`config.mk`:
```
export PLATFORM = sky130hd
export DESIGN_NAME = switch_debounce_hid_report_core
export DESIGN_NICKNAME = d
export VERILOG_FILES = /design/src/hdl/sdhr_pkg.sv /design/src/hdl/sdhr_switch_lane.sv /design/src/hdl/sdhr_knob_axis.sv /design/src/hdl/switch_debounce_hid_report_core.sv
export SDC_FILE = /design/constraint.sdc
export NUM_CORES = 1
export LEC_CHECK = 0
export ABC_AREA = 1
export BUFFER_PORTS_ARGS = -buffer_cell sky130_fd_sc_hd__buf_2
export CAP_MARGIN = 20
export CORE_MARGIN = 2
export CORE_UTILIZATION = 53
export CTS_CLUSTER_DIAMETER = 100
export DETAILED_ROUTE_END_ITERATION = 8
export GPL_ROUTABILITY_DRIVEN = 0
export PLACE_DENSITY_LB_ADDON = 0.1
export SETUP_SLACK_MARGIN = 0.15
export SYNTH_ARGS = -nofsm -noshare
export SYNTH_HDL_FRONTEND = slang
export SYNTH_SLANG_ARGS = --single-unit
```
`constraint.sdc`:
```
create_clock -name clock -period 3 [get_ports clock]
set_clock_uncertainty 0.1 [all_clocks]
set_input_delay 0 -clock clock [delete_from_list [all_inputs] [get_ports clock]]
set_output_delay 0 -clock clock [all_outputs]
set_load 0.01 [all_outputs]
```
`src/hdl/sdhr_pkg.sv`:
```
package sdhr_pkg;

   // item opcodes
   localparam logic OP_TICK   = 1'b0;
   localparam logic OP_REPORT = 1'b1;

   // report kinds
   localparam logic KIND_JOYSTICK = 1'b0;
   localparam logic KIND_MOUSE    = 1'b1;

   // configuration register indexes
   localparam logic [1:0] CSR_LOCKOUT_TICKS = 2'd0;
   localparam logic [1:0] CSR_KNOB_PERIOD   = 2'd1;
   localparam logic [1:0] CSR_MOUSE_MODE    = 2'd2;

   // configuration reset values
   localparam logic [7:0] LOCKOUT_TICKS_RST = 8'd10;
   localparam logic [6:0] KNOB_PERIOD_RST   = 7'd96;
   localparam logic       MOUSE_MODE_RST    = 1'b0;

   // width of switch_bits and button_mask
   localparam int unsigned MASK_W = 8;

   typedef struct packed {
      logic              opcode;
      logic [7:0]        switch_bits;
      logic signed [7:0] delta_x;
      logic signed [7:0] delta_y;
   } req_item_type;

   typedef struct packed {
      logic              send;
      logic              report_kind;
      logic signed [7:0] axis_x;
      logic signed [7:0] axis_y;
      logic [7:0]        button_mask;
   } rsp_item_type;

   // what one switch lane tells the merge logic
   typedef struct packed {
      logic level;
      logic take;
   } lane_status_type;

   // controls broadcast to every switch lane
   typedef struct packed {
      logic       tick;
      logic       commit;
      logic [7:0] lockout_ticks;
   } lane_ctrl_type;

endpackage

```
`src/hdl/sdhr_switch_lane.sv`:
```
module sdhr_switch_lane (
   input  logic                     clock,
   input  logic                     reset,
   input  sdhr_pkg::lane_ctrl_type  ctrl,
   input  logic                     raw,
   output sdhr_pkg::lane_status_type status
);
   import sdhr_pkg::*;

   logic       level_ff, level_in;
   logic       reported_ff, reported_in;
   logic [7:0] count_ff, count_in;
   logic [7:0] count_loaded;
   logic       take;

   // a free switch takes a new level when it differs from the reported one
   assign take = ctrl.tick && (count_ff == 8'd0) && (raw != reported_ff);

   always_comb begin
      level_in     = take ? raw : level_ff;
      count_loaded = take ? ctrl.lockout_ticks : count_ff;
      count_in     = count_ff;
      if (ctrl.tick) begin
         // count down every nonzero counter, including one just loaded
         count_in = (count_loaded != 8'd0) ? count_loaded - 8'd1 : 8'd0;
      end
      reported_in = ctrl.commit ? level_ff : reported_ff;
   end

   always_ff @(posedge clock) begin
      if (reset) begin
         level_ff    <= 1'b0;
         reported_ff <= 1'b0;
         count_ff    <= 8'd0;
      end else begin
         level_ff    <= level_in;
         reported_ff <= reported_in;
         count_ff    <= count_in;
      end
   end

   assign status.level = level_ff;
   assign status.take  = take;

endmodule

```
`src/hdl/sdhr_knob_axis.sv`:
```
module sdhr_knob_axis (
   input  logic              clock,
   input  logic              reset,
   input  logic              advance,
   input  logic signed [7:0] delta,
   input  logic [6:0]        period,
   output logic signed [7:0] pos_next
);
   import sdhr_pkg::*;

   logic signed [7:0] pos_ff;
   logic signed [7:0] pos_in;
   logic signed [9:0] sum;
   logic signed [9:0] per;
   logic signed [9:0] wrapped;

   // position plus delta, corrected once into the period
   always_comb begin
      sum = {{2{pos_ff[7]}}, pos_ff} + {{2{delta[7]}}, delta};
      per = $signed({3'b000, period});
      if (sum < 10'sd0) begin
         wrapped = sum + per;
      end else if (sum >= per) begin
         wrapped = sum - per;
      end else begin
         wrapped = sum;
      end
      pos_next = wrapped[7:0];
      pos_in   = advance ? pos_next : pos_ff;
   end

   always_ff @(posedge clock) begin
      if (reset) begin
         pos_ff <= 8'sd0;
      end else begin
         pos_ff <= pos_in;
      end
   end

endmodule

```
`src/hdl/switch_debounce_hid_report_core.sv`:
```
// Lockout switch debounce with joystick/mouse report builder. Takes one item
// per clock: a frame tick (switch levels) or a report request (knob deltas).
// Each switch has its own lane with a lockout counter; a merge step gathers
// the debounced levels into the button mask and tracks the changed flag, and
// two knob units wrap the joystick positions once by the knob period. Every
// request yields exactly one result in the cycle after acceptance, held in a
// single output register; ticks give no result. An item of either kind
// stalls only while that register holds a result not yet taken.
// Configuration is written through csr_we/csr_index/csr_wdata while idle;
// index 3 is ignored.
module switch_debounce_hid_report_core #(
   parameter int unsigned NUM_SWITCHES = 8
) (
   input  logic                   clock,
   input  logic                   reset,
   input  logic                   req_valid,
   output logic                   req_ready,
   input  sdhr_pkg::req_item_type req_item,
   output logic                   rsp_valid,
   input  logic                   rsp_ready,
   output sdhr_pkg::rsp_item_type rsp_item,
   input  logic                   csr_we,
   input  logic [1:0]             csr_index,
   input  logic [7:0]             csr_wdata
);
   import sdhr_pkg::*;

   // configuration registers
   logic [7:0] lockout_ticks_ff;
   logic [6:0] knob_period_ff;
   logic       mouse_mode_ff;

   always_ff @(posedge clock) begin
      if (reset) begin
         lockout_ticks_ff <= LOCKOUT_TICKS_RST;
         knob_period_ff   <= KNOB_PERIOD_RST;
         mouse_mode_ff    <= MOUSE_MODE_RST;
      end else if (csr_we) begin
         case (csr_index)
            CSR_LOCKOUT_TICKS: lockout_ticks_ff <= csr_wdata;
            CSR_KNOB_PERIOD:   knob_period_ff   <= csr_wdata[6:0];
            CSR_MOUSE_MODE:    mouse_mode_ff    <= csr_wdata[0];
            default:           ;
         endcase
      end
   end

   // handshake
   logic         req_fire;
   logic         tick_fire;
   logic         report_fire;
   logic         rsp_valid_ff, rsp_valid_in;
   rsp_item_type rsp_item_ff, rsp_item_in;

   assign req_ready   = !rsp_valid_ff || rsp_ready;
   assign req_fire    = req_valid && req_ready;
   assign tick_fire   = req_fire && (req_item.opcode == OP_TICK);
   assign report_fire = req_fire && (req_item.opcode == OP_REPORT);

   // request decode
   logic motion;
   logic changed_ff, changed_in;
   logic joy_send;
   logic commit;

   assign motion   = (req_item.delta_x != 8'sd0) || (req_item.delta_y != 8'sd0);
   assign joy_send = motion || changed_ff;
   assign commit   = report_fire && !mouse_mode_ff && joy_send;

   // switch lanes
   lane_ctrl_type             lane_ctrl;
   lane_status_type           lane_st [NUM_SWITCHES];
   logic [NUM_SWITCHES-1:0]   take_vec;
   logic [MASK_W-1:0]         button_mask;

   assign lane_ctrl.tick          = tick_fire;
   assign lane_ctrl.commit        = commit;
   assign lane_ctrl.lockout_ticks = lockout_ticks_ff;

   for (genvar i = 0; i < NUM_SWITCHES; i++) begin : g_lane
      logic raw;
      if (i < MASK_W) begin : g_pin
         assign raw = req_item.switch_bits[i];
      end else begin : g_nopin
         assign raw = 1'b0;
      end
      sdhr_switch_lane u_lane (
         .clock  (clock),
         .reset  (reset),
         .ctrl   (lane_ctrl),
         .raw    (raw),
         .status (lane_st[i])
      );
      assign take_vec[i] = lane_st[i].take;
   end

   // merge: button mask from lane levels
   for (genvar b = 0; b < MASK_W; b++) begin : g_mask
      if (b < NUM_SWITCHES) begin : g_used
         assign button_mask[b] = lane_st[b].level;
      end else begin : g_unused
         assign button_mask[b] = 1'b0;
      end
   end

   // changed flag: set by any lane take, cleared by a sent joystick report
   always_comb begin
      changed_in = changed_ff;
      if (tick_fire && (|take_vec)) begin
         changed_in = 1'b1;
      end else if (commit) begin
         changed_in = 1'b0;
      end
   end

   always_ff @(posedge clock) begin
      if (reset) begin
         changed_ff <= 1'b1;
      end else begin
         changed_ff <= changed_in;
      end
   end

   // knob positions
   logic signed [7:0] pos_x_next;
   logic signed [7:0] pos_y_next;

   sdhr_knob_axis u_knob_x (
      .clock    (clock),
      .reset    (reset),
      .advance  (commit),
      .delta    (req_item.delta_x),
      .period   (knob_period_ff),
      .pos_next (pos_x_next)
   );

   sdhr_knob_axis u_knob_y (
      .clock    (clock),
      .reset    (reset),
      .advance  (commit),
      .delta    (req_item.delta_y),
      .period   (knob_period_ff),
      .pos_next (pos_y_next)
   );

   // result formation
   always_comb begin
      rsp_item_in = '0;
      if (mouse_mode_ff) begin
         if (motion) begin
            rsp_item_in.send        = 1'b1;
            rsp_item_in.report_kind = KIND_MOUSE;
            rsp_item_in.axis_x      = req_item.delta_x;
            rsp_item_in.axis_y      = req_item.delta_y;
         end
      end else if (joy_send) begin
         rsp_item_in.send        = 1'b1;
         rsp_item_in.report_kind = KIND_JOYSTICK;
         rsp_item_in.axis_x      = pos_x_next;
         rsp_item_in.axis_y      = pos_y_next;
         rsp_item_in.button_mask = button_mask;
      end
   end

   // output register
   always_comb begin
      if (report_fire) begin
         rsp_valid_in = 1'b1;
      end else if (rsp_ready) begin
         rsp_valid_in = 1'b0;
      end else begin
         rsp_valid_in = rsp_valid_ff;
      end
   end

   always_ff @(posedge clock) begin
      if (reset) begin
         rsp_valid_ff <= 1'b0;
      end else begin
         rsp_valid_ff <= rsp_valid_in;
      end
   end

   always_ff @(posedge clock) begin
      if (report_fire) begin
         rsp_item_ff <= rsp_item_in;
      end
   end

   assign rsp_valid = rsp_valid_ff;
   assign rsp_item  = rsp_item_ff;

   // checks
   a_commit_clears: assert property (@(posedge clock) disable iff (reset)
      commit |=> !changed_ff)
      else $error("changed flag not cleared after joystick report");

   a_take_sets: assert property (@(posedge clock) disable iff (reset)
      (tick_fire && (|take_vec)) |=> changed_ff)
      else $error("changed flag not set after switch change");

   a_tick_no_result: assert property (@(posedge clock) disable iff (reset)
      (tick_fire && (!rsp_valid_ff || rsp_ready)) |=> !rsp_valid_ff)
      else $error("tick produced a result");

   a_nosend_zero: assert property (@(posedge clock) disable iff (reset)
      (rsp_valid_ff && !rsp_item_ff.send) |-> (rsp_item_ff == '0))
      else $error("no-send result carries nonzero fields");

endmodule
```
* Word-level counts from Yosys, hierarchy flattened *
Index checks and enable logic that the tools add are counted.
W data, S select, Z words.

cells by class
  add/sub/neg operators = 14
  equal/unequal tests = 10
  multiplexer cells = 25
  magnitude comparators = 4
  reduce and logical (&&, ||, !) cells = 53
  bitwise operators = 2

operators with widths
  operator               number
  $mux W8                20
  $reduce_bool A8 Y1     10
  $logic_not A8 Y1       8
  $sub A8 B1 Y8 const B  8
  $mux W18               2
  $mux W26               1
  $logic_and A1 B1 Y1    22
  $add A8 B8 Y9          2
  $ge A9 B8 Y1           2
  $lt A9 B1 Y1 const B   2
  $add A8 B8 Y8          2
  $sub A8 B8 Y8          2
  $ne A1 B1 Y1           8
  $reduce_or A8 Y1       1
  $reduce_and A2 Y1      3
  $reduce_or A2 Y1       2
  $logic_or A1 B1 Y1     3
  $eq A2 B1 Y1 const B   1
  $eq A2 B2 Y1 const B   1
  $logic_not A1 Y1       2
  $logic_not A2 Y1       1
  $mux W1                2
  $not A1 Y1             2
  $reduce_bool A2 Y1     1

word-level totals
  logic and storage cells = 144
  register bits after elaboration = 140
  input bits = 40

* Longest topological paths before layout *
  depth after elaboration = 9
  mapped depth = 18
  mapped depth without buffers = 18

* Cells and area by module *
Synthesis repeated with hierarchy kept, for this count alone.

unflattened totals
  cell total of the unflattened synthesis = 1733
  area, all modules = 11426.0 µm²

by module, submodules not included
  module                                   area an instance (µm²)  cells each  sequential area each (µm²)  times used
  sdhr_switch_lane (g_lane[0].u_lane ...)  773.2                   124         200.2                       7
  sdhr_knob_axis                           1691.6                  267         160.2                       2
  switch_debounce_hid_report_core          1845.5                  207         1141.1                      1
  sdhr_switch_lane (g_lane[7].u_lane)      784.5                   124         200.2                       1

* Worst setup path before layout *
OpenSTA, ideal clock, no wires.

  path kind = flip-flop to flip-flop
  start = register u_knob_y.pos_ff[0]
  end = register rsp_item_ff, in the netlist rsp_item[8], data pin
  path slack = -0.030 ns
  arrival time = 2.667 ns
  clock period less this slack = 3.030 ns
  cell stages (with the launch flop) = 16
  data required time = 2.637 ns
  setup time = 0.263 ns
  buffers on the path = 1
  cells stage by stage = dfxtp_1 -> ha_1 -> fa_1 -> xor2_1 -> ha_1 -> buf_2 -> a21oi_2 -> o21ai_1 -> nand2_1 -> nand2_1 -> a21boi_1 -> nand3_2 -> nor2_4 -> nand2_1 -> o21ai_1 -> o21ai_0

RTL lines
  item                    RTL line                                RTL
  from (decl)             sdhr_knob_axis.sv:11                    logic signed [7:0] pos_ff;
  from (signal assigned)  sdhr_knob_axis.sv:36                    pos_ff <= pos_in;
  to (signal assigned)    switch_debounce_hid_report_core.sv:186  rsp_item_ff <= rsp_item_in;
  to (decl)               switch_debounce_hid_report_core.sv:53   rsp_item_type rsp_item_ff, rsp_item_in;

* Worst setup path in the final report *
  start = register u_knob_y.pos_ff[0]
  end = register u_knob_y.pos_ff[7]

between the ends
  cells in the longest elaborated chain, start to end = 4

ends and longest elaborated chain
  item                                                  RTL line                                    RTL
  $add A8 B8 Y9 (*)                                     sdhr_knob_axis.sv:19                        sum = {{2{pos_ff[7]}}, pos_ff} + {{2{delta[7]}}, delta};
  $sub A8 B8 Y8 / $ge A9 B8 Y1 (equally long branches)  sdhr_knob_axis.sv:24, sdhr_knob_axis.sv:23
  $mux W8                                               sdhr_knob_axis.sv:23                        end else if (sum >= per) begin
  $mux W8 (*)                                           sdhr_knob_axis.sv:21                        if (sum < 10'sd0) begin

Mark *: on every way between the ends. The rest lies on a longest branch, timed or not.
A chain may end at the register's enable or synchronous reset.

==> reports/qor.yml <==
status: "complete, but fails checks"
violations: "negative setup slack"
grt_setup_unrepaired: "true"
layout_common_cells: "nand2_1 (392), inv_1 (191), nor2_1 (140)"
cp-end-kind: "flip-flop"
r2r-start: "u_knob_y.pos_ff[0]"
die-area_um2: 21000
hold_class: "input port to flip-flop"
avgSynthCellArea_um2: 6.834
syn-cell-area_um2: 10530
diodes: 0
rows: 51
tritoncts: "yes"
yosys_warnings: 0
overflow: 0
nNetsFinal: 1793
grt_antenna_before_repair: 0
final_common_cell: "nand2_1"
final_cell_count_no_fill: 1973
critPathLaunchType: "flip-flop"
synthDistinctLibCells: 47
h-tree-depth: 4
worstPathArrival_ns: 3.31
drive_above_1_share_pct: 24.24
slew_headroom_pct: 39.79
min_period_over_period_pct: 101.9
tightest_slew_ns: 0.9019
die_height_um: 144.9
grt_max_degree: 57
drt_pre_antenna_iters: 5
whs_endpoint: "rsp_item[25]"
hold_depth: 5
power.density_nw_per_um2: 942.2
placed_cells: 1872
critPathMaxStageDelay_ns: 0.37
reg2reg_depth: 16
cts.sinks: 140
die_w_um: 144.9
path_class: "flip-flop to flip-flop"
ys_ff_latch: 140
grt_pass1_vias: 9809
root_buffer: "clkbuf_16"
fin_ws_ns: -0.05807
fin_util_pct: 67.88
critPathMaxFanout: 4
finalSetupViolations: 5
drt_iter0_markers: 725
p_leak_nw: 6.082
grt.total_usage_pct: 27.64
cts_buffers: 17
initial_core_util_pct: 54.08
r2r-end: "u_knob_y.pos_ff[7]"
wl_um: 29820
io_pins: 68
cp.required_ns: 3.26
r2r_slack_ns: -0.06
slew_viol_final: 0
fmax_ghz: 0.3270
routed_via_density: 5.298
syn_inst: 1540
synthToLayoutAreaGrowth_pct: 25.52
cp_slowest_cell: "fa_2"
antenna_left: 0
path_cells: "ha_4 -> fa_2 -> buf_4 -> xor2_4 -> ha_4 -> nand2_1 -> o21ai_2 -> nand2_1 -> nand2_1 -> a21boi_4 -> buf_4 -> buf_4 -> o21ai_0 -> o22ai_2 -> buf_4 -> a21oi_2"
min_from: "req_item[2]"
grt_pass1_wl_um: 47800
crit_path_frequent_cell: "buf_4"
wire_per_inst_um: 15.11
hold_violations: 0
coreArea_um2: 19460
path_clk_slew_ns: 0.07
insertion_delay_ns: 0.43
syn-num-nets: 1638
seq_area_frac_synth_pct: 29.10
ir_worst_vdd_uv: 507.6
io_buffers: 67
vias: 10450
drc: 0
max-clock-path-buffers: 2
layout_min_cycle_time_ns: 3.058
dp_hpwl_um: 19860
max_cap_viol_count: 0
==> logic make-up after synthesis <==
logic type / share of synthesized area, %
AO/OA/AOI/OAI: 12.15
XOR/XNOR: 3.745
adder cells (fa/ha/maj): 7.323
buffers and inverters: 10.39
flip-flops: 29.10
AND/OR/NAND/NOR: 37.29
==> stage by stage <==
| stage | area [um^2] | total power, mW | TNS [ns] | hold slack, ns | setup WS [ns] |
|---|---|---|---|---|---|
| finish | 13210 | 12.45 | -0.1151 | 0.05533 | -0.05807 |
| global route | 13210 | 13.51 | -1.970 | 0.1015 | -0.1450 |
| CTS | 12860 | 12.17 | -0.2088 | 0.02233 | -0.03578 |
| detailed placement | 11290 | 9.508 | -1.218 | 0.1732 | -0.1872 |
| global placement | 11290 | 9.395 | -0.07980 | 0.1681 | -0.06600 |
| floorplan | 10560 | 8.257 | 0 | -0.007719 | 0.1043 |
==> worst max-delay path, delay by kind of cell, from the launching register on <==
family	cells	cell delay [ns]
buffers and inverters	4	0.57
DFF	1	0.33
and+or+nand+nor	3	0.29
AOI/OAI and AO/OA	5	0.70
adders and majority gates	3	0.83
xor gates and xnor gates	1	0.16
==> flip-flops by register name, summed over array words and instances, names as in the netlist <==
name / count
g_lane.u_lane.count_ff: 64
rsp_item: 26
g_lane.u_lane.level_ff: 8
g_lane.u_lane.reported_ff: 8
lockout_ticks_ff: 8
u_knob_x.pos_ff: 8
u_knob_y.pos_ff: 8
knob_period_ff: 7
changed_ff: 1
mouse_mode_ff: 1
rsp_valid: 1
==> Yosys cell counts (all sizes together) <==
cell    number  area (um^2)
o21ai       71        359.1
xor2        26        227.7
a211oi       7        52.55
o21bai       7        52.55
nor2       189        869.6
or2          2        12.51
a31oi        3        18.77
nor4         5        31.28
a21boi       1        7.510
dfxtp      114         2282
nor3        12        82.58
clkinv       8        30.03
buf         26        220.2
nand4       53        380.4
inv        203        764.5
nand3      119        783.3
nand3b      13        97.59
clkbuf      21        78.83
nand2      429         1668
xnor2       19        166.4
o211ai       5        37.54
ha          52        650.6
o22ai        2        18.77
a21oi      120        724.5
edfxtp      26        780.8
a21o         1        7.510
fa           6        120.1
==> where the power goes <==
part | internal [mW] | switching, mW
registers | 2.39 | 0.317
clock network | 1.42 | 0.879
logic | 2.81 | 4.64
==> cell type report <==
class | instances | area [um^2]
Clock inverter | 14 | 190.2
Sequential cell | 140 | 3065
Timing Repair Buffer | 182 | 1351
Clock buffer | 18 | 439.2
Multi-Input combinational cell | 1143 | 7039
Tap cell | 265 | 331.6
Fill cell | 1658 | 6251
Inverter | 211 | 794.5
==> how the worst max path moves through the flow <==
| stage | startpoint | to | cells after the start |
|---|---|---|---|
| after floorplan | u_knob_y.pos_ff[0] | rsp_item[8] | 14 |
| after global placement | u_knob_y.pos_ff[0] | rsp_item[8] | 15 |
| after detailed placement | u_knob_y.pos_ff[0] | rsp_item[8] | 15 |
| after CTS | u_knob_y.pos_ff[0] | rsp_item[12] | 16 |
| after global routing | u_knob_y.pos_ff[0] | u_knob_y.pos_ff[7] | 16 |
| final | u_knob_y.pos_ff[0] | u_knob_y.pos_ff[7] | 16 |
==> layer usage <==
metal	global-route usage, %	vias to the layer above	wire length (um)
li1	-	5285	-
met1	36.96	4854	13810
met2	46.38	275	13870
met3	5.031	38	1532
met4	6.634	0	605
met5	0	-	0
==> what timing repair did <==
| item | CTS | global route |
|---|---|---|
| endpoints found under the setup margin | 32 | 55 |
| hold endpoints to repair | 50 | 0 |
| resized for setup | 84 | 65 |
| pin swaps | 47 | 44 |
| hold buffers | 48 | 0 |
| gates cloned | 0 | 1 |
| setup buffers | 16 | 4 |
No activity file was read; power rests on OpenSTA's default activity.
